==> src/hw/rtl/atc_pkg.sv <==
package atc_pkg;

	// Field widths
	localparam int ACC_W = 16;
	localparam int DEG_W = 9;
	localparam int NUM_W = ACC_W + 1;

	// CORDIC configuration
	localparam int CORDIC_STAGES   = 16;
	localparam int ANGLE_FRAC_BITS = 16;
	localparam int TAB_FRAC_BITS   = 24;
	localparam int TAB_LEN         = 24;
	localparam int TAB_W           = 30;
	localparam int TAB_IW          = $clog2(TAB_LEN);
	localparam int GUARD_BITS      = 24;
	localparam int N_ROT = (CORDIC_STAGES < TAB_LEN) ? CORDIC_STAGES : TAB_LEN;

	// Vector datapath: sign, 18 integer bits of headroom, guard fraction bits
	localparam int DP_W  = 19 + GUARD_BITS;
	// Angle accumulator: sign, 9 integer bits, fraction
	localparam int ANG_W = 10 + ANGLE_FRAC_BITS;
	localparam int WHOLE_W = ANG_W - ANGLE_FRAC_BITS;

	localparam int TAB_SHIFT  = TAB_FRAC_BITS - ANGLE_FRAC_BITS;
	localparam int ROUND_HALF = (TAB_SHIFT > 0) ? (1 << (TAB_SHIFT - 1)) : 0;
	localparam int DEG_MAX    = 180;

	// atan(2^-i) * 57.296 with 24 fraction bits
	localparam logic [TAB_W-1:0] ATAN_Q24 [TAB_LEN] = '{
		30'd754977625, 30'd445689317, 30'd235489995, 30'd119538398,
		30'd60001165,  30'd30029832,  30'd15018580,  30'd7509749,
		30'd3754932,   30'd1877473,   30'd938737,    30'd469369,
		30'd234684,    30'd117342,    30'd58671,     30'd29336,
		30'd14668,     30'd7334,      30'd3667,      30'd1833,
		30'd917,       30'd458,       30'd229,       30'd115
	};

	typedef struct packed {
		logic signed [DP_W-1:0]  x;
		logic signed [DP_W-1:0]  y;
		logic signed [ANG_W-1:0] z;
		logic                    special;
		logic                    half_turn;
	} lane_t;

	typedef struct packed {
		logic  valid;
		lane_t roll;
		lane_t pitch;
	} stage_t;

	function automatic logic signed [ANG_W-1:0] stage_angle(logic [TAB_IW-1:0] i);
		logic [TAB_W:0] t;
		t = {1'b0, ATAN_Q24[i]};
		t = (t + (TAB_W + 1)'(ROUND_HALF)) >> TAB_SHIFT;
		return ANG_W'(t);
	endfunction

	// Quadrant pre-rotation to x >= 0 and scaling into the guard format
	function automatic lane_t pre_rotate(logic signed [NUM_W-1:0] num,
			logic signed [ACC_W-1:0] den);
		lane_t                   l;
		logic signed [DP_W-1:0]  n;
		logic signed [DP_W-1:0]  d;
		logic signed [DP_W-1:0]  xs;
		logic signed [DP_W-1:0]  ys;
		logic signed [ANG_W-1:0] a90;
		n   = DP_W'(num);
		d   = DP_W'(den);
		a90 = stage_angle('0) + stage_angle('0);
		if (d < 0) begin
			if (n >= 0) begin
				xs  = n;
				ys  = -d;
				l.z = a90;
			end else begin
				xs  = -n;
				ys  = d;
				l.z = -a90;
			end
		end else begin
			xs  = d;
			ys  = n;
			l.z = '0;
		end
		l.x         = xs <<< GUARD_BITS;
		l.y         = ys <<< GUARD_BITS;
		l.special   = (num == 0) && (den <= 0);
		l.half_turn = (den < 0);
		return l;
	endfunction

	// One vectoring micro-rotation
	function automatic lane_t rotate(lane_t l, logic [TAB_IW-1:0] i);
		lane_t r;
		r = l;
		if (l.y >= 0) begin
			r.x = l.x + (l.y >>> i);
			r.y = l.y - (l.x >>> i);
			r.z = l.z + stage_angle(i);
		end else begin
			r.x = l.x - (l.y >>> i);
			r.y = l.y + (l.x >>> i);
			r.z = l.z - stage_angle(i);
		end
		return r;
	endfunction

	// Truncate toward zero to whole degrees, clamp, apply the axis cases
	function automatic logic signed [DEG_W-1:0] to_degrees(lane_t l);
		logic [ANG_W-1:0]   mag;
		logic [WHOLE_W-1:0] whole;
		logic [DEG_W-1:0]   m;
		logic signed [DEG_W-1:0] res;
		mag   = l.z[ANG_W-1] ? ANG_W'(-l.z) : ANG_W'(l.z);
		whole = mag[ANG_W-1:ANGLE_FRAC_BITS];
		if (whole > WHOLE_W'(DEG_MAX)) begin
			m = DEG_W'(DEG_MAX);
		end else begin
			m = DEG_W'(whole);
		end
		res = l.z[ANG_W-1] ? -$signed(m) : $signed(m);
		if (l.special) begin
			res = l.half_turn ? DEG_W'(DEG_MAX) : '0;
		end
		return res;
	endfunction

endpackage

==> src/hw/rtl/atc_if.sv <==


interface atc_angle_if;
	logic                              valid;
	logic                              ready;
	logic signed [atc_pkg::DEG_W-1:0]  roll_degrees;
	logic signed [atc_pkg::DEG_W-1:0]  pitch_degrees;

	modport source (output valid, output roll_degrees, output pitch_degrees,
		input ready);
	modport sink (input valid, input roll_degrees, input pitch_degrees,
		output ready);
endinterface

==> src/hw/rtl/atc_post.sv <==
module atc_post (
	input  logic             clk,
	input  logic             arst_n,
	input  atc_pkg::stage_t  up,
	output logic             up_ready,
	atc_angle_if.source      angles
);

	logic                             valid_s3;
	logic signed [atc_pkg::DEG_W-1:0] roll_s3;
	logic signed [atc_pkg::DEG_W-1:0] pitch_s3;

	assign up_ready             = !valid_s3 || angles.ready;
	assign angles.valid         = valid_s3;
	assign angles.roll_degrees  = roll_s3;
	assign angles.pitch_degrees = pitch_s3;

	always_ff @(posedge clk or negedge arst_n) begin
		if (!arst_n) begin
			valid_s3 <= 1'b0;
		end else if (up_ready) begin
			valid_s3 <= up.valid;
		end
	end

	always_ff @(posedge clk) begin
		if (up_ready && up.valid) begin
			roll_s3  <= atc_pkg::to_degrees(up.roll);
			pitch_s3 <= atc_pkg::to_degrees(up.pitch);
		end
	end

	a_roll_range: assert property (@(posedge clk) disable iff (!arst_n)
		valid_s3 |-> roll_s3 >= -atc_pkg::DEG_MAX && roll_s3 <= atc_pkg::DEG_MAX)
		else $error("roll angle out of range");

	a_pitch_range: assert property (@(posedge clk) disable iff (!arst_n)
		valid_s3 |-> pitch_s3 >= -atc_pkg::DEG_MAX && pitch_s3 <= atc_pkg::DEG_MAX)
		else $error("pitch angle out of range");

endmodule

==> src/flat_wrapper.sv <==
// flat-port wrapper written by rule: the top's interface ports become plain ports
module atc_post_flat 
  (clk, arst_n, up, up_ready, angles_valid, angles_roll_degrees, angles_pitch_degrees, angles_ready);
  atc_angle_if angles_i ();
  input  logic clk;
  input  logic arst_n;
  input  atc_pkg::stage_t up;
  output logic up_ready;
  output wire logic [$bits(angles_i.valid)-1:0] angles_valid;
  output wire logic [$bits(angles_i.roll_degrees)-1:0] angles_roll_degrees;
  output wire logic [$bits(angles_i.pitch_degrees)-1:0] angles_pitch_degrees;
  input wire logic [$bits(angles_i.ready)-1:0] angles_ready;
  assign angles_valid = angles_i.valid;
  assign angles_roll_degrees = angles_i.roll_degrees;
  assign angles_pitch_degrees = angles_i.pitch_degrees;
  assign angles_i.ready = angles_ready;
  atc_post u_core (.clk(clk), .arst_n(arst_n), .up(up), .up_ready(up_ready), .angles(angles_i));
endmodule
==> config.mk <==
export PLATFORM = sky130hd
export DESIGN_NAME = atc_post_flat
export DESIGN_NICKNAME = d
export VERILOG_FILES = /design/src/hw/rtl/atc_pkg.sv /design/src/hw/rtl/atc_if.sv /design/src/hw/rtl/atc_post.sv /design/src/flat_wrapper.sv
export SDC_FILE = /design/constraint.sdc
export NUM_CORES = 1
export LEC_CHECK = 0
export BUFFER_PORTS_ARGS = -buffer_cell sky130_fd_sc_hd__buf_2
export CORE_AREA = 2 2 96 98
export DETAILED_ROUTE_END_ITERATION = 8
export DIE_AREA = 0 0 98 100
export GPL_ROUTABILITY_DRIVEN = 0
export GPL_TIMING_DRIVEN = 0
export PLACE_DENSITY_LB_ADDON = 0.3
export RECOVER_POWER = 100
export SYNTH_ARGS = -nofsm -noshare
export SYNTH_HDL_FRONTEND = slang
export SYNTH_SLANG_ARGS = --single-unit
==> constraint.sdc <==
create_clock -name clk -period 1.43 [get_ports clk]
set_input_delay 0.143 -clock clk [delete_from_list [all_inputs] [get_ports clk]]
set_output_delay 0.143 -clock clk [all_outputs]
set_load 0.03 [all_outputs]
==> results.toml <==
[synthesis]
syn_area_per_cell_um2 = 8.199
synth-simple-area-share = 0.3571
yosysSeqAreaShare = 0.2827
yosysWarnings = 0
synth_cells = 244
yosys.area.top_type = "edfxtp_1"
synth.distinct_cells = 60
synth.area.top_cells = "edfxtp_1 27%, nor2_1 5.6%, nor4_2 5.0%"
netlist_area_um2 = 2001
synth.top_cell.area_share = 0.2702
synthMuxAreaShare = 0.01501
async_reset_ff_frac = 0.05263
synth_fp_nets = 478
synth_ff_type = "edfxtp_1"
synth_edf_count = 18
synth_xor_area_frac = 0.03064
synth_compound_area_frac = 0.2433
synth_adder_area_share = 0.01251
synth-seq-cells = 19
synth_top_family_by_area = "simple AND/OR/NAND/NOR gates"

[final_layout]
drive_above_1_share = 0.4958
layout_commonest_cell = "buf_2"
layout.cells.non_filler = 468
mostFrequentLayoutCells = "38 x buf_2, 28 x buf_6, 25 x clkbuf_1"
fillers = 894
antennaDiodeCount = 0
layout-area-overhead-vs-synth_pct = 71.92
layout.nets = 592

[power]
netSwitchingFraction = 0.3547
leakage_nw = 1.317
p_sw_mw = 0.6974
power_density_nw_per_um2 = 571.7
p_int_mw = 1.269
p_clk_frac = 0.186
power_frac_comb = 0.472
ir_worst_vdd_uv = 331.1
pwr-share-seq = 0.342

[floorplan]
num_io_pins = 252
start_util = 0.2251
die_y_um = 100
core-area_um2 = 8890
die_x_um = 98
die_area_um2 = 9800
num_rows = 35

[clock_network]
cts-htree-levels = 1
clkTransAtPathRegs_ps = 70
numCtsBuffers = 3
clockBufferDepth = 2
root_buffer = "clkbuf_8"
clk_latency_ps = 250
cts_tree = "built"
clock-sinks = 19

[detailed_routing]
wl_mm = 6.680
drtIter0Drc = 86
route.met3.wl_um = 267
final_antenna_net_count = 0
vias_per_cell = 4.921
drc = 0
vias = 2303
top_layer = "met4"
dr.pass1.iters = 4
wl_met1_mm = 2.872
wl_per_cell_um = 14.27
wl_met2_mm = 3.457

[worst_setup_path]
crit_type = "primary input to flop"
r2r_cells = 2
critPathMaxFanout = 5
critical_path_arrival_ps = 2720
slowest_delay_ps = 570
worstSetupEndpointType = "flop"
path_cells = "buf_12 > or4_4 > o21ai_4 > a31oi_4 > nor3_4 > o2111ai_4 > o21ai_4 > ha_4 > o21ai_4 > o21bai_4 > o311a_1 > o31a_1"
cpMostUsedCell = "o21ai_4"
startpoint_type = "primary input"
cp.required_ps = 1440
crit_slowest_cell = "or4_4"

[sta]
rsz0062_at_grt = "true"
tns_ps = -15850
setup_viol = 18
max_freq_ghz = 0.3681
drv_slew = 0
post-route-period-util = 1.900
slew_headroom = 0.6577
tightest_slew_ps = 513.5
finalHoldViolCount = 0
fin_ws_ps = -1287
min_period_ps = 2717
fin_skew_ps = 1.776

[global_routing]
grt.total_usage = 0.1265
grt_pass1_wl_mm = 10.41
antenna_found_initial = 0
grt_overflow = 0
grt_start_max_net_pins = 19
first_global_vias = 2156

[flow_run]
max_cap_viol_count = 0

[place]
hpwl_mm = 4.492
placed_cells = 426
port_buffers = 71

[worst_hold_path]
holdPathStages = 2
hp-class = "primary input to flop"

[status]
violations = "setup timing"
outcome = "finished with violations"
[power by group through the flow]
stage	Combinational, mW	Clock, mW	Sequential [mW]
6_report	0.928	0.366	0.673
5_1_grt	0.998	0.411	0.676
4_1_cts	0.852	0.382	0.672
3_5_place_dp	0.656	0	0.684
3_3_place_gp	0.648	0	0.683
2_1_floorplan	0.359	0	0.758
[logic make-up after synthesis]
group                      count (synthesis)
muxes                                      3
and+or+nand+nor                          124
DFF                                       19
AOI/OAI and AO/OA                         68
buffers and inverters                     21
adders and majority gates                  2
xor gates and xnor gates                   7
[critical path: cells and delay by family]
family / cells / cell delay, ps
buffers and inverters: 1 / 100
and+or+nand+nor: 2 / 780
adders and majority gates: 1 / 180
AOI/OAI and AO/OA: 8 / 1500
[sequential cells by signal (all words and copies together), names as in the netlist]
register,cells
u_core.angles.pitch_degrees,9
u_core.angles.roll_degrees,9
u_core.angles.valid,1
[through the flow]
stage          hold WS [ps]  setup slack [ps]  total power, mW  utilization  cell area [µm²]
3_5_place_dp         -79.75             -2024            1.340       0.2905             2582
4_1_cts               93.27             -1250            1.906       0.3678             3269
3_3_place_gp         -82.46             -1966            1.331       0.2905             2582
5_1_grt               85.80             -1399            2.085       0.3869             3440
6_report              89.20             -1287            1.966       0.3869             3440
2_1_floorplan        -152.6             -1491            1.118            -             2088
[layout make-up]
cell class,instances,area (µm²),share of cell area
flip-flops and latches,19,565.5,0.1644
plain buffers,13,96.34,0.02801
clock inverters,1,5.005,0.001455
multi-input cells,204,1787,0.5195
clock buffers,3,41.29,0.01200
well taps,111,138.9,0.04038
repair buffers,109,775.7,0.2255
inverters,8,30.03,0.008730
[routing by layer]
metal  vias up  global-route usage
met4         0             0.02457
met2        37              0.2192
met1      1108              0.1631
met3         8             0.02855
li1       1150                   -
met5         -                   0
[Yosys cell counts, drive strengths merged, types with 6 or more instances]
cell,number
nor2,31
nand2,26
edfxtp,18
o21ai,17
a21oi,14
a31oi,9
nand3,9
clkbuf,8
inv,8
nand4,8
nor3,8
nor4,8
nand2b,7
or2,7
a211oi,6
[repair_timing]
action,4_1_cts,5_1_grt
gates cloned,0,0
gates resized for setup,74,31
setup endpoints to repair,18,18
pin swaps,42,29
hold endpoints to repair,1,0
buffers inserted,30,10
hold buffers,1,0
[worst paths after layout]
kind                                           from                        endpoint  slack (ps)
worst min-delay path                        up[228]             u_core.angles.valid          90
min in group asynchronous                    arst_n             u_core.angles.valid         190
max in group asynchronous                    arst_n             u_core.angles.valid        1160
worst min register to register  u_core.angles.valid             u_core.angles.valid         540
worst max register to register  u_core.angles.valid  u_core.angles.pitch_degrees[2]         190
worst max-delay path                         up[20]  u_core.angles.pitch_degrees[6]       -1290
(Power assumes the default switching activity.)
