**src/hw/rtl/atc_pkg.sv**
```systemverilog
package atc_pkg;

	// Field widths
	localparam int ACC_W = 16;
	localparam int DEG_W = 9;
	localparam int NUM_W = ACC_W + 1;

	// CORDIC configuration
	localparam int CORDIC_STAGES   = 16;
	localparam int ANGLE_FRAC_BITS = 16;
	localparam int TAB_FRAC_BITS   = 24;
	localparam int TAB_LEN         = 24;
	localparam int TAB_W           = 30;
	localparam int TAB_IW          = $clog2(TAB_LEN);
	localparam int GUARD_BITS      = 24;
	localparam int N_ROT = (CORDIC_STAGES < TAB_LEN) ? CORDIC_STAGES : TAB_LEN;

	// Vector datapath: sign, 18 integer bits of headroom, guard fraction bits
	localparam int DP_W  = 19 + GUARD_BITS;
	// Angle accumulator: sign, 9 integer bits, fraction
	localparam int ANG_W = 10 + ANGLE_FRAC_BITS;
	localparam int WHOLE_W = ANG_W - ANGLE_FRAC_BITS;

	localparam int TAB_SHIFT  = TAB_FRAC_BITS - ANGLE_FRAC_BITS;
	localparam int ROUND_HALF = (TAB_SHIFT > 0) ? (1 << (TAB_SHIFT - 1)) : 0;
	localparam int DEG_MAX    = 180;

	// atan(2^-i) * 57.296 with 24 fraction bits
	localparam logic [TAB_W-1:0] ATAN_Q24 [TAB_LEN] = '{
		30'd754977625, 30'd445689317, 30'd235489995, 30'd119538398,
		30'd60001165,  30'd30029832,  30'd15018580,  30'd7509749,
		30'd3754932,   30'd1877473,   30'd938737,    30'd469369,
		30'd234684,    30'd117342,    30'd58671,     30'd29336,
		30'd14668,     30'd7334,      30'd3667,      30'd1833,
		30'd917,       30'd458,       30'd229,       30'd115
	};

	typedef struct packed {
		logic signed [DP_W-1:0]  x;
		logic signed [DP_W-1:0]  y;
		logic signed [ANG_W-1:0] z;
		logic                    special;
		logic                    half_turn;
	} lane_t;

	typedef struct packed {
		logic  valid;
		lane_t roll;
		lane_t pitch;
	} stage_t;

	function automatic logic signed [ANG_W-1:0] stage_angle(logic [TAB_IW-1:0] i);
		logic [TAB_W:0] t;
		t = {1'b0, ATAN_Q24[i]};
		t = (t + (TAB_W + 1)'(ROUND_HALF)) >> TAB_SHIFT;
		return ANG_W'(t);
	endfunction

	// Quadrant pre-rotation to x >= 0 and scaling into the guard format
	function automatic lane_t pre_rotate(logic signed [NUM_W-1:0] num,
			logic signed [ACC_W-1:0] den);
		lane_t                   l;
		logic signed [DP_W-1:0]  n;
		logic signed [DP_W-1:0]  d;
		logic signed [DP_W-1:0]  xs;
		logic signed [DP_W-1:0]  ys;
		logic signed [ANG_W-1:0] a90;
		n   = DP_W'(num);
		d   = DP_W'(den);
		a90 = stage_angle('0) + stage_angle('0);
		if (d < 0) begin
			if (n >= 0) begin
				xs  = n;
				ys  = -d;
				l.z = a90;
			end else begin
				xs  = -n;
				ys  = d;
				l.z = -a90;
			end
		end else begin
			xs  = d;
			ys  = n;
			l.z = '0;
		end
		l.x         = xs <<< GUARD_BITS;
		l.y         = ys <<< GUARD_BITS;
		l.special   = (num == 0) && (den <= 0);
		l.half_turn = (den < 0);
		return l;
	endfunction

	// One vectoring micro-rotation
	function automatic lane_t rotate(lane_t l, logic [TAB_IW-1:0] i);
		lane_t r;
		r = l;
		if (l.y >= 0) begin
			r.x = l.x + (l.y >>> i);
			r.y = l.y - (l.x >>> i);
			r.z = l.z + stage_angle(i);
		end else begin
			r.x = l.x - (l.y >>> i);
			r.y = l.y + (l.x >>> i);
			r.z = l.z - stage_angle(i);
		end
		return r;
	endfunction

	// Truncate toward zero to whole degrees, clamp, apply the axis cases
	function automatic logic signed [DEG_W-1:0] to_degrees(lane_t l);
		logic [ANG_W-1:0]   mag;
		logic [WHOLE_W-1:0] whole;
		logic [DEG_W-1:0]   m;
		logic signed [DEG_W-1:0] res;
		mag   = l.z[ANG_W-1] ? ANG_W'(-l.z) : ANG_W'(l.z);
		whole = mag[ANG_W-1:ANGLE_FRAC_BITS];
		if (whole > WHOLE_W'(DEG_MAX)) begin
			m = DEG_W'(DEG_MAX);
		end else begin
			m = DEG_W'(whole);
		end
		res = l.z[ANG_W-1] ? -$signed(m) : $signed(m);
		if (l.special) begin
			res = l.half_turn ? DEG_W'(DEG_MAX) : '0;
		end
		return res;
	endfunction

endpackage

```
**src/hw/rtl/atc_if.sv**
```systemverilog
interface atc_sample_if;
	logic                              valid;
	logic                              ready;
	logic signed [atc_pkg::ACC_W-1:0]  accel_x;
	logic signed [atc_pkg::ACC_W-1:0]  accel_y;
	logic signed [atc_pkg::ACC_W-1:0]  accel_z;

	modport source (output valid, output accel_x, output accel_y, output accel_z,
		input ready);
	modport sink (input valid, input accel_x, input accel_y, input accel_z,
		output ready);
endinterface


```
**src/hw/rtl/atc_prerot.sv**
```systemverilog
module atc_prerot (
	input  logic             clk,
	input  logic             arst_n,
	atc_sample_if.sink       sample,
	input  logic             dn_ready,
	output atc_pkg::stage_t  pre_s1
);

	logic load;

	assign sample.ready = !pre_s1.valid || dn_ready;
	assign load         = sample.valid && sample.ready;

	always_ff @(posedge clk or negedge arst_n) begin
		if (!arst_n) begin
			pre_s1 <= '0;
		end else begin
			if (sample.ready) begin
				pre_s1.valid <= sample.valid;
			end
			if (load) begin
				pre_s1.roll  <= atc_pkg::pre_rotate(atc_pkg::NUM_W'(sample.accel_y),
					sample.accel_z);
				pre_s1.pitch <= atc_pkg::pre_rotate(-atc_pkg::NUM_W'(sample.accel_x),
					sample.accel_z);
			end
		end
	end

	a_roll_right_half: assert property (@(posedge clk) disable iff (!arst_n)
		pre_s1.valid && !pre_s1.roll.special |-> pre_s1.roll.x >= 0)
		else $error("roll vector left of the y axis after pre-rotation");

	a_pitch_right_half: assert property (@(posedge clk) disable iff (!arst_n)
		pre_s1.valid && !pre_s1.pitch.special |-> pre_s1.pitch.x >= 0)
		else $error("pitch vector left of the y axis after pre-rotation");

endmodule

```
**src/flat_wrapper.sv**
```systemverilog
// flat-port wrapper written by rule: the top's interface ports become plain ports
module atc_prerot_flat 
  (clk, arst_n, dn_ready, pre_s1, sample_valid, sample_accel_x, sample_accel_y, sample_accel_z, sample_ready);
  atc_sample_if sample_i ();
  input  logic clk;
  input  logic arst_n;
  input  logic dn_ready;
  output atc_pkg::stage_t pre_s1;
  input wire logic [$bits(sample_i.valid)-1:0] sample_valid;
  input wire logic [$bits(sample_i.accel_x)-1:0] sample_accel_x;
  input wire logic [$bits(sample_i.accel_y)-1:0] sample_accel_y;
  input wire logic [$bits(sample_i.accel_z)-1:0] sample_accel_z;
  output wire logic [$bits(sample_i.ready)-1:0] sample_ready;
  assign sample_i.valid = sample_valid;
  assign sample_i.accel_x = sample_accel_x;
  assign sample_i.accel_y = sample_accel_y;
  assign sample_i.accel_z = sample_accel_z;
  assign sample_ready = sample_i.ready;
  atc_prerot u_core (.clk(clk), .arst_n(arst_n), .sample(sample_i), .dn_ready(dn_ready), .pre_s1(pre_s1));
endmodule
```
**config.mk**
```make
export PLATFORM = sky130hd
export DESIGN_NAME = atc_prerot_flat
export DESIGN_NICKNAME = d
export VERILOG_FILES = /design/src/hw/rtl/atc_pkg.sv /design/src/hw/rtl/atc_if.sv /design/src/hw/rtl/atc_prerot.sv /design/src/flat_wrapper.sv
export SDC_FILE = /design/constraint.sdc
export NUM_CORES = 1
export LEC_CHECK = 0
export BUFFER_PORTS_ARGS = -buffer_cell sky130_fd_sc_hd__buf_2
export CORE_MARGIN = 10
export CORE_UTILIZATION = 41
export DETAILED_ROUTE_END_ITERATION = 8
export GPL_TIMING_DRIVEN = 1
export HOLD_SLACK_MARGIN = 0.08
export PLACE_DENSITY_LB_ADDON = 0.1
export SLEW_MARGIN = 0
export SYNTH_ARGS = -nofsm -noshare
export SYNTH_HDL_FRONTEND = slang
export SYNTH_SLANG_ARGS = --single-unit
export TNS_END_PERCENT = 1
```
**constraint.sdc**
```tcl
create_clock -name clk -period 1.7 [get_ports clk]
set_input_delay 0.17 -clock clk [delete_from_list [all_inputs] [get_ports clk]]
set_output_delay 0.17 -clock clk [all_outputs]
set_load 0.01 [all_outputs]
```
==> results.sh, run 1 <==
export IMPL_critPathMaxFanout=3
export IMPL_grt_pass1_wl_mm=33.0
export IMPL_path_clk_slew_ns=0.06
export IMPL_antenna_found_initial=0
export IMPL_fmax_ghz=0.558
export IMPL_start_kind="primary input"
export IMPL_ys_seq_area_share_pct=32.9
export IMPL_routedWlPerCell_microns=17.4
export IMPL_cts_made_buffers=9
export IMPL_rows=45
export IMPL_fin_util_pct=53.3
export IMPL_maxSlewViolCount=0
export IMPL_largest_reg_flops=84
export IMPL_hold_violations=0
export IMPL_drt_iter0_markers=372
export IMPL_first_global_vias=6029
export IMPL_max_stage_delay_ns=0.54
export IMPL_synth_cell_types=64
export IMPL_critPathBufInv=1
export IMPL_placed_cell_area_sq_um=7650
export IMPL_htree_levels=3
export IMPL_peakVddDrop_uv=425
export IMPL_die_height_microns=145
export IMPL_violations="setup timing"
export IMPL_vias=5907
export IMPL_ys_ff_latch=84
export IMPL_hp_class="primary input to flop"
export IMPL_critPathMostFrequentCell="or4_4"
export IMPL_yosysWarningCount=0
export IMPL_fillers=1483
export IMPL_drtAntennaViolNets=0
export IMPL_endpoint_kind="flop"
export IMPL_cp_arrival_ns=2.02
export IMPL_rsz0062_at_grt="true"
export IMPL_use_met1_pct=24.2
export IMPL_setup_violations=6
export IMPL_reg_top3="u_core.pre_s1: 84 flops"
export IMPL_dieArea_sq_um=21000
export IMPL_power_leakage_nw=4.08
export IMPL_p_per_area_nw_per_um2=800
export IMPL_drv_cap=0
export IMPL_timing_final_crit_share_pct=105
export IMPL_slew_headroom_pct=61.5
export IMPL_worst_slew_pin_slew_ns=0.578
export IMPL_power_mw=6.50
export IMPL_finalWorstSetupSlack_ns=-0.0908
export IMPL_mostFrequentLayoutCell="buf_2"
export IMPL_worst_skew_pair_late_latency_ns=0.35
export IMPL_syn_inst=775
export IMPL_die_width_microns=145
export IMPL_finalNetCount=1040
export IMPL_outcome="finished with violations"
export IMPL_synth_edff_count=0
export IMPL_layout_common_cells="buf_2, buf_4, conb_1, dfrtp_1, nand2_1"
export IMPL_skew_ns=0.00734
export IMPL_ys_flop_type="dfrtp_1"
export IMPL_grt_max_degree=42
export IMPL_synth_area_per_cell_sq_um=8.26
export IMPL_met3_usage_pct=5.12
export IMPL_num_io_pins=282
export IMPL_grtUsageMet2_pct=30.5
export IMPL_drc_errors=0
export IMPL_required_ns=1.93
export IMPL_finalCriticalPeriod_ns=1.79
export IMPL_coreArea_sq_um=15300
export IMPL_top_register="u_core.pre_s1"
export IMPL_critPathKind="primary input to flop"
export IMPL_diodes=0
export IMPL_grt_overflow=0
export IMPL_cts_path_max_buffers=2
export IMPL_dp_hpwl_mm=16.9
export IMPL_cts_tree="yes"
export IMPL_io_buffers=183
export IMPL_syn2layout_area_growth_pct=27.0
export IMPL_wl_mm=20.8
export IMPL_critPathSlowestCell="or4_4"
export IMPL_firstDrtPassIters=6
export IMPL_cts_root_buf="clkbuf_16"
export IMPL_synthArstFlopShare_pct=100
export IMPL_cts_sinks=84
export IMPL_top_usage_layer="met2"
export IMPL_track_usage_pct=18.9
export IMPL_gp_congestion=0.895
export IMPL_path_cells="buf_2, or4_4, or4_4, o41ai_4, xor2_1, a211oi_1, a21o_1"
export IMPL_viasPerCell=4.92
export IMPL_netlist_area_sq_um=6400
export IMPL_initial_core_util_pct=41.9
export IMPL_fin_area_sq_um=8130
export IMPL_drive_gt1_share_pct=36.0
export IMPL_crit_family="simple AND/OR/NAND/NOR gates"
==> repair_timing <==
| item | CTS | global route |
|---|---|---|
| hold buffers | 1 | 0 |
| pin swaps | 4 | 5 |
| setup endpoints to repair | 11 | 41 |
| buffers inserted | 3 | 1 |
| resized for setup | 8 | 23 |
| endpoints found under the hold margin | 38 | 0 |
==> worst reg2reg max path: cells and delay by family, from the launching register on <==
| family | cells | cell delay (ns) |
|---|---|---|
| AND/OR/NAND/NOR | 5 | 1.05 |
| flip-flops | 1 | 0.38 |
| buffers and inverters | 1 | 0.19 |
==> power by group <==
part	switching, mW	internal (mW)
registers	0.171	2.27
clock network	0.822	1.22
logic	1.19	0.824
total	2.18	4.32
==> metrics by stage <==
step	setup TNS, ns	setup WS (ns)	hold slack, ns	cells
finish	-0.191	-0.0908	0.0877	1200
global route	-1.42	-0.162	0.113	1200
CTS	-0.294	-0.0648	0.0861	1199
detailed placement	-13.65	-0.509	0.213	1179
global placement	-12.05	-0.431	0.201	1179
floorplan	-4.86	-0.253	-0.126	872
==> layout make-up <==
cell class / instances / area (sq um) / area share [%]
Clock buffer: 11 / 253 / 3.11
Sequential cell: 84 / 2100 / 25.9
Inverter: 12 / 45.0 / 0.554
Timing Repair Buffer: 298 / 1930 / 23.7
Tap cell: 211 / 264 / 3.25
Clock inverter: 5 / 60.1 / 0.739
Multi-Input combinational cell: 579 / 3480 / 42.8
==> cell usage after synthesis (3+ instances only) <==
cell,number,share of area [%]
and3_1,3,0.29
and2_1,9,0.88
or3_1,15,1.5
a221oi_1,4,0.55
o31ai_1,6,0.70
nand4_1,4,0.39
buf_2,7,0.55
o21ai_0,77,6.0
xor2_1,21,2.9
nand2_1,74,4.3
nor2_1,58,3.4
clkbuf_1,34,2.0
o211ai_1,5,0.59
nor4_1,9,0.88
or4_4,3,0.53
a21oi_1,37,2.9
xnor2_1,36,4.9
ha_1,4,0.78
nor3_1,9,0.70
dfrtp_1,84,33
buf_4,147,17
a21o_1,20,2.3
or4_1,4,0.47
inv_1,11,0.65
a22oi_1,3,0.35
nand3_1,16,1.3
buf_1,5,0.29
a211oi_1,15,1.8
mux2i_1,4,0.63
==> logic make-up (layout without fill, tap and decap cells) <==
family	count (synthesis)	in the layout	share of synthesized area, %
simple gates	225	225	17.9
buf+inv	209	326	21.3
compound gates	191	191	18.6
flops	84	84	32.9
xor+xnor	57	57	7.80
fa+ha+maj	4	4	0.782
mux	4	4	0.626
other cells	1	98	0.0586
==> metal layers <==
| layer | wire length (microns) | part of all wire, % |
|---|---|---|
| met1 | 9130 | 44 |
| met2 | 9760 | 47 |
| met3 | 1680 | 8.0 |
| met4 | 274 | 1.3 |
| met5 | 0 | 0 |
==> worst paths after layout <==
path,start,end,slack (ns),depth (start not counted)
max,sample_accel_y[4],u_core.pre_s1[223]$_DFFE_PN0P_,-0.09,7
min,sample_valid,u_core.pre_s1[228]$_DFFE_PN0N_,0.09,2
max reg2reg,u_core.pre_s1[228]$_DFFE_PN0N_,u_core.pre_s1[181]$_DFFE_PN0P_,0.01,6
min reg2reg,u_core.pre_s1[171]$_DFFE_PN0P_,u_core.pre_s1[171]$_DFFE_PN0P_,0.48,2
max in group asynchronous,arst_n,u_core.pre_s1[215]$_DFFE_PN0P_,0.77,3
min in group asynchronous,arst_n,u_core.pre_s1[209]$_DFFE_PN0P_,0.38,2
Note: power is estimated with default switching activity, not from simulation.
==> run 2: changes to the inputs <==
Settings changed: CORE_UTILIZATION 41 to 49, MAX_ROUTING_LAYER from default to met4.
==> run 2 against run 1 <==
The flow still finishes with violations (setup timing). Combinational power is essentially flat. Routed wire length shrank 0.39%. Worst hold slack better by 0.099 ns. Register-to-register slack improved by 0.20 ns. Non-clock buffer count grew 3. Utilization up 11 points. Critical path depth unchanged. Maximum frequency is 1.4% higher. Global-route usage rose by 3.7 points.
==> results.sh, run 2 (synthesis results as in run 1) <==
export IMPL_hold_violations=0
export IMPL_pre_cts_ws_ns=-0.514
export IMPL_fin_util_pct=64.0
export IMPL_dp_cells=1140
export IMPL_fmax_ghz=0.566
export IMPL_htree_levels=3
export IMPL_rsz0062_at_grt="true"
export IMPL_layoutNonFillerInstCount=1165
export IMPL_critPathMaxFanout=3
export IMPL_largest_reg_flops=84
export IMPL_reg_top3="u_core.pre_s1: 84 flops"
export IMPL_cts_root_buf="clkbuf_16"
export IMPL_dp_hpwl_mm=16.8
export IMPL_hold_start="sample_accel_z[15]"
export IMPL_grt_overflow=0
export IMPL_power_leakage_nw=4.11
export IMPL_cts_made_buffers=9
export IMPL_wl_mm=20.8
export IMPL_dieArea_sq_um=18000
export IMPL_gp_congestion=0.899
export IMPL_grtUsageMet2_pct=37.5
export IMPL_coreArea_sq_um=12700
export IMPL_use_met1_pct=27.2
export IMPL_rr_worst_depth=7
export IMPL_hold_end="u_core.pre_s1[140]$_DFFE_PN0P_"
export IMPL_top_usage_layer="met2"
export IMPL_skew_ns=0.00564
export IMPL_num_io_pins=282
export IMPL_finalCriticalPeriod_ns=1.77
export IMPL_finalWorstSetupSlack_ns=-0.0663
export IMPL_drive_gt1_share_pct=36.7
export IMPL_setup_tns_ns=-0.0887
export IMPL_drtAntennaViolNets=0
export IMPL_drc_errors=0
export IMPL_grt_max_degree=65
export IMPL_mostFrequentLayoutCell="buf_2"
export IMPL_rrSetupSlack_ns=0.21
export IMPL_cts_path_max_buffers=2
export IMPL_firstDrtPassIters=5
export IMPL_vias=5898
export IMPL_track_usage_pct=22.6
export IMPL_cts_sinks=84
export IMPL_worst_slew_pin_slew_ns=0.550
export IMPL_io_buffers=183
export IMPL_slew_headroom_pct=63.4
export IMPL_syn2layout_area_growth_pct=27.3
export IMPL_top_register="u_core.pre_s1"
export IMPL_setup_violations=3
export IMPL_p_per_area_nw_per_um2=829
export IMPL_reg2reg_to="u_core.pre_s1[104]$_DFFE_PN0P_"
export IMPL_multi_input_area_sq_um=3520
export IMPL_rows=41
export IMPL_met3_usage_pct=4.56
export IMPL_peakVddDrop_uv=557
export IMPL_cp_arrival_ns=2.01
export IMPL_initial_core_util_pct=50.3
export IMPL_routedWlPerCell_microns=17.8
export IMPL_power_mw=6.75
export IMPL_die_width_microns=134
export IMPL_seqCellArea_sq_um=2100
export IMPL_whs_path_depth=3
export IMPL_die_height_microns=134
export IMPL_start_kind="primary input"
export IMPL_endpoint_kind="flop"
export IMPL_first_global_vias=5944
export IMPL_viasPerCell=5.06
export IMPL_violations="setup timing"
export IMPL_grt_pass1_wl_mm=32.1
export IMPL_drv_cap=0
export IMPL_hp_class="primary input to flop"
export IMPL_required_ns=1.94
export IMPL_timing_final_crit_share_pct=104
export IMPL_maxSlewViolCount=0
export IMPL_worst_skew_pair_late_latency_ns=0.35
export IMPL_critPathKind="primary input to flop"
export IMPL_drt_iter0_markers=402
export IMPL_antenna_found_initial=1
export IMPL_cts_tree="yes"
export IMPL_path_clk_slew_ns=0.06
export IMPL_r2r_start="u_core.pre_s1[228]$_DFFE_PN0N_"
export IMPL_finalNetCount=1043
export IMPL_outcome="finished with violations"
export IMPL_layout_common_cells="buf_2, buf_4, conb_1, dfrtp_1, nand2_1"
export IMPL_fillers=1156
==> run 2: cell types whose count changed in the layout (fill, tap and decap cells not counted), sizes merged <==
cell	previous run	this run
dlygate4sd3	1	2
inv	11	13
bufinv	1	3
buf	297	299
clkinvlp	1	2
clkbuf	11	9
diode	0	1
clkinv	4	1
==> run 2: worst max-delay path, cell delays in order <==
cell and delay (ns):
buf_2 0.11, or4_4 0.53, or4_4 0.54, o41ai_4 0.23, xor2_1 0.18, a211oi_1 0.09
a21o_1 0.16
==> run 2: final cells by class <==
type / instances / area share [%]
repair buffers: 301 / 23.5
clock inverters: 7 / 1.51
well taps: 172 / 2.64
clock buffers: 9 / 2.76
flip-flops and latches: 84 / 25.8
multi-input cells: 579 / 43.2
diodes: 1 / 0.0307
inverters: 12 / 0.584
==> run 2: report_power, final <==
group | total [mW] | switching, mW | internal [mW] | leakage [nW]
clock network | 2.29 | 0.841 | 1.45 | 0.163
registers | 2.46 | 0.186 | 2.27 | 1.03
logic | 2.01 | 1.19 | 0.825 | 2.91
==> run 2: how the worst max path moves through the flow <==
stage | slack [ns] | cells after the start | end | startpoint
2_1_floorplan | -0.25 | 10 | u_core.pre_s1[107]$_DFFE_PN0P_ | sample_accel_x[0]
3_3_place_gp | -0.42 | 8 | u_core.pre_s1[109]$_DFFE_PN0P_ | sample_accel_x[2]
3_5_place_dp | -0.51 | 10 | u_core.pre_s1[107]$_DFFE_PN0P_ | sample_accel_x[1]
4_1_cts | -0.07 | 12 | u_core.pre_s1[107]$_DFFE_PN0P_ | sample_accel_x[1]
5_1_grt | -0.11 | 12 | u_core.pre_s1[107]$_DFFE_PN0P_ | sample_accel_x[1]
6_report | -0.07 | 7 | u_core.pre_s1[223]$_DFFE_PN0P_ | sample_accel_y[7]
==> run 2: repair_timing <==
action | in CTS | in global routing
hold endpoints to repair | 28 | 0
setup endpoints to repair | 8 | 39
pin swaps | 9 | 17
gates resized for setup | 9 | 35
hold buffers | 2 | 0
buffers inserted | 5 | 1
==> run 2: per-stage QoR <==
step                area (sq um)  hold WS [ns]
CTS                         7990         0.185
finish                      8150         0.187
floorplan                   6840        -0.126
detailed placement          7550         0.159
global route                8150         0.219
global placement            7550         0.148
==> run 2: metal layers <==
layer / vias to the layer above / wire length (microns)
met3: 20 / 1420
met5: - / 0
met1: 2787 / 8880
met2: 248 / 10100
met4: 0 / 303
li1: 2843 / -
==> run 3: changes to the inputs <==
Settings changed: CAP_MARGIN from default to 20, SETUP_SLACK_MARGIN from default to 0.2.
==> run 3 against run 2 <==
The run still ends with setup timing left. Non-clock buffer count is 1 lower. Register-to-register slack worse by 0.03 ns. Cell count hardly changed. Critical path type unchanged. Critical endpoint unchanged. Largest cell class unchanged.
==> results.sh, run 3 (synthesis results as in run 1) <==
export IMPL_outcome="finished with violations"
export IMPL_violations="setup timing"
export IMPL_p_per_area_nw_per_um2=823
export IMPL_firstDrtPassIters=4
export IMPL_worst_slew_pin_slew_ns=0.547
export IMPL_path_clk_slew_ns=0.06
export IMPL_hold_violations=0
export IMPL_io_buffers=183
export IMPL_cts_path_max_buffers=2
export IMPL_gp_congestion=0.899
export IMPL_hp_class="primary input to flop"
export IMPL_coreArea_sq_um=12700
export IMPL_cts_root_buf="clkbuf_16"
export IMPL_required_ns=1.94
export IMPL_syn2layout_area_growth_pct=28.5
export IMPL_setup_violations=3
export IMPL_slew_headroom_pct=63.6
export IMPL_htree_levels=3
export IMPL_drive_gt1_share_pct=38.2
export IMPL_timing_final_crit_share_pct=105
export IMPL_dieArea_sq_um=18000
export IMPL_skew_ns=0.00530
export IMPL_die_height_microns=134
export IMPL_num_io_pins=282
export IMPL_fmax_ghz=0.562
export IMPL_vias=5862
export IMPL_pre_cts_ws_ns=-0.514
export IMPL_antenna_found_initial=1
export IMPL_worst_skew_pair_late_latency_ns=0.34
export IMPL_finalCriticalPeriod_ns=1.78
export IMPL_multi_input_area_sq_um=3600
export IMPL_dp_cells=1140
export IMPL_grt_max_degree=65
export IMPL_drtAntennaViolNets=0
export IMPL_cts_tree="yes"
export IMPL_cts_sinks=84
export IMPL_grt_overflow=0
export IMPL_rows=41
export IMPL_power_leakage_nw=4.14
export IMPL_dp_hpwl_mm=16.8
export IMPL_drc_errors=0
export IMPL_max_stage_delay_ns=0.54
export IMPL_critPathKind="primary input to flop"
export IMPL_critPathMostFrequentCell="or4_4"
export IMPL_finalWorstSetupSlack_ns=-0.0806
export IMPL_finalNetCount=1042
export IMPL_mostFrequentLayoutCell="buf_2"
export IMPL_cts_made_buffers=9
export IMPL_drv_cap=0
export IMPL_fin_hold_ws_ns=0.189
export IMPL_path_cells="buf_2, or4_4, or4_4, o41ai_4, xor2_1, a211oi_1, a21o_1"
export IMPL_power_mw=6.77
export IMPL_largest_reg_flops=84
export IMPL_critPathBufInv=1
export IMPL_start_kind="primary input"
export IMPL_endpoint_kind="flop"
export IMPL_grt_pass1_wl_mm=32.2
export IMPL_viasPerCell=5.04
export IMPL_reg_top3="u_core.pre_s1: 84 flops"
export IMPL_routedWlPerCell_microns=17.8
export IMPL_track_usage_pct=22.6
export IMPL_top_register="u_core.pre_s1"
export IMPL_rsz0062_at_grt="true"
export IMPL_crit_family="simple AND/OR/NAND/NOR gates"
export IMPL_die_width_microns=134
export IMPL_peakVddDrop_uv=556
export IMPL_critPathMaxFanout=3
export IMPL_critPathSlowestCell="or4_4"
export IMPL_first_global_vias=5956
export IMPL_layoutNonFillerInstCount=1164
export IMPL_layout_common_cells="buf_2, buf_4, conb_1, dfrtp_1, nand2_1"
export IMPL_initial_core_util_pct=50.3
export IMPL_cp_arrival_ns=2.02
export IMPL_fillers=1155
export IMPL_setup_tns_ns=-0.109
export IMPL_seqCellArea_sq_um=2100
export IMPL_maxSlewViolCount=0
export IMPL_wl_mm=20.7
export IMPL_drt_iter0_markers=432
run 3: report_power, final:
group / total (mW) / switching (mW) / internal, mW / leakage [nW]
combinational: 2.02 / 1.19 / 0.830 / 2.94
sequential: 2.45 / 0.185 / 2.27 / 1.03
clock: 2.29 / 0.842 / 1.45 / 0.163
total: 6.77 / 2.22 / 4.55 / 4.14
run 3: worst paths after layout:
path / slack (ns) / depth (start not counted) / end / startpoint
setup / recovery: -0.08 / 7 / u_core.pre_s1[223]$_DFFE_PN0P_ / sample_accel_y[10]
hold / removal: 0.19 / 3 / u_core.pre_s1[140]$_DFFE_PN0P_ / sample_accel_z[15]
setup reg to reg: 0.18 / 6 / u_core.pre_s1[181]$_DFFE_PN0P_ / u_core.pre_s1[228]$_DFFE_PN0N_
hold reg to reg: 0.47 / 2 / u_core.pre_s1[224]$_DFFE_PN0P_ / u_core.pre_s1[224]$_DFFE_PN0P_
max in group asynchronous: 0.82 / 3 / u_core.pre_s1[99]$_DFFE_PN0P_ / arst_n
min in group asynchronous: 0.35 / 2 / u_core.pre_s1[228]$_DFFE_PN0N_ / arst_n
run 3: timing repair:
action	4_1_cts	5_1_grt
resized for setup	36	30
setup endpoints to repair	42	53
pin swaps	26	25
endpoints found under the hold margin	28	0
setup buffers	5	0
hold buffers	2	0
run 3: area by class of cell:
type | count | share of cell area (%)
Clock buffer | 9 | 2.74
Sequential cell | 84 | 25.6
Inverter | 12 | 0.548
Multi-Input combinational cell | 579 | 43.8
Clock inverter | 7 | 1.49
Antenna cell | 1 | 0.0304
Timing Repair Buffer | 300 | 23.2
Tap cell | 172 | 2.62
run 3: worst reg2reg max path, cell delays in order (launching register included):
cell and delay (ns):
dfrtp_1 0.38, nand2b_1 0.10, and2_1 0.20, nand2_1 0.18, nor4_1 0.30, buf_4 0.19, nand3b_1 0.10
run 3: layer usage:
layer	vias to the layer above	track usage [%]	share of wire, %
met3	20	4.56	6.8
met2	220	37.4	49
li1	2842	-	-
met1	2780	27.3	43
met4	0	6.65	1.5
met5	-	-	0
run 3: per-stage QoR:
stage                     utilization (%)  instance area [sq um]
after floorplan                         -                   6840
after global placement               59.3                   7550
after detailed placement             59.3                   7550
after CTS                            63.6                   8090
after global routing                 64.6                   8220
final                                64.6                   8220
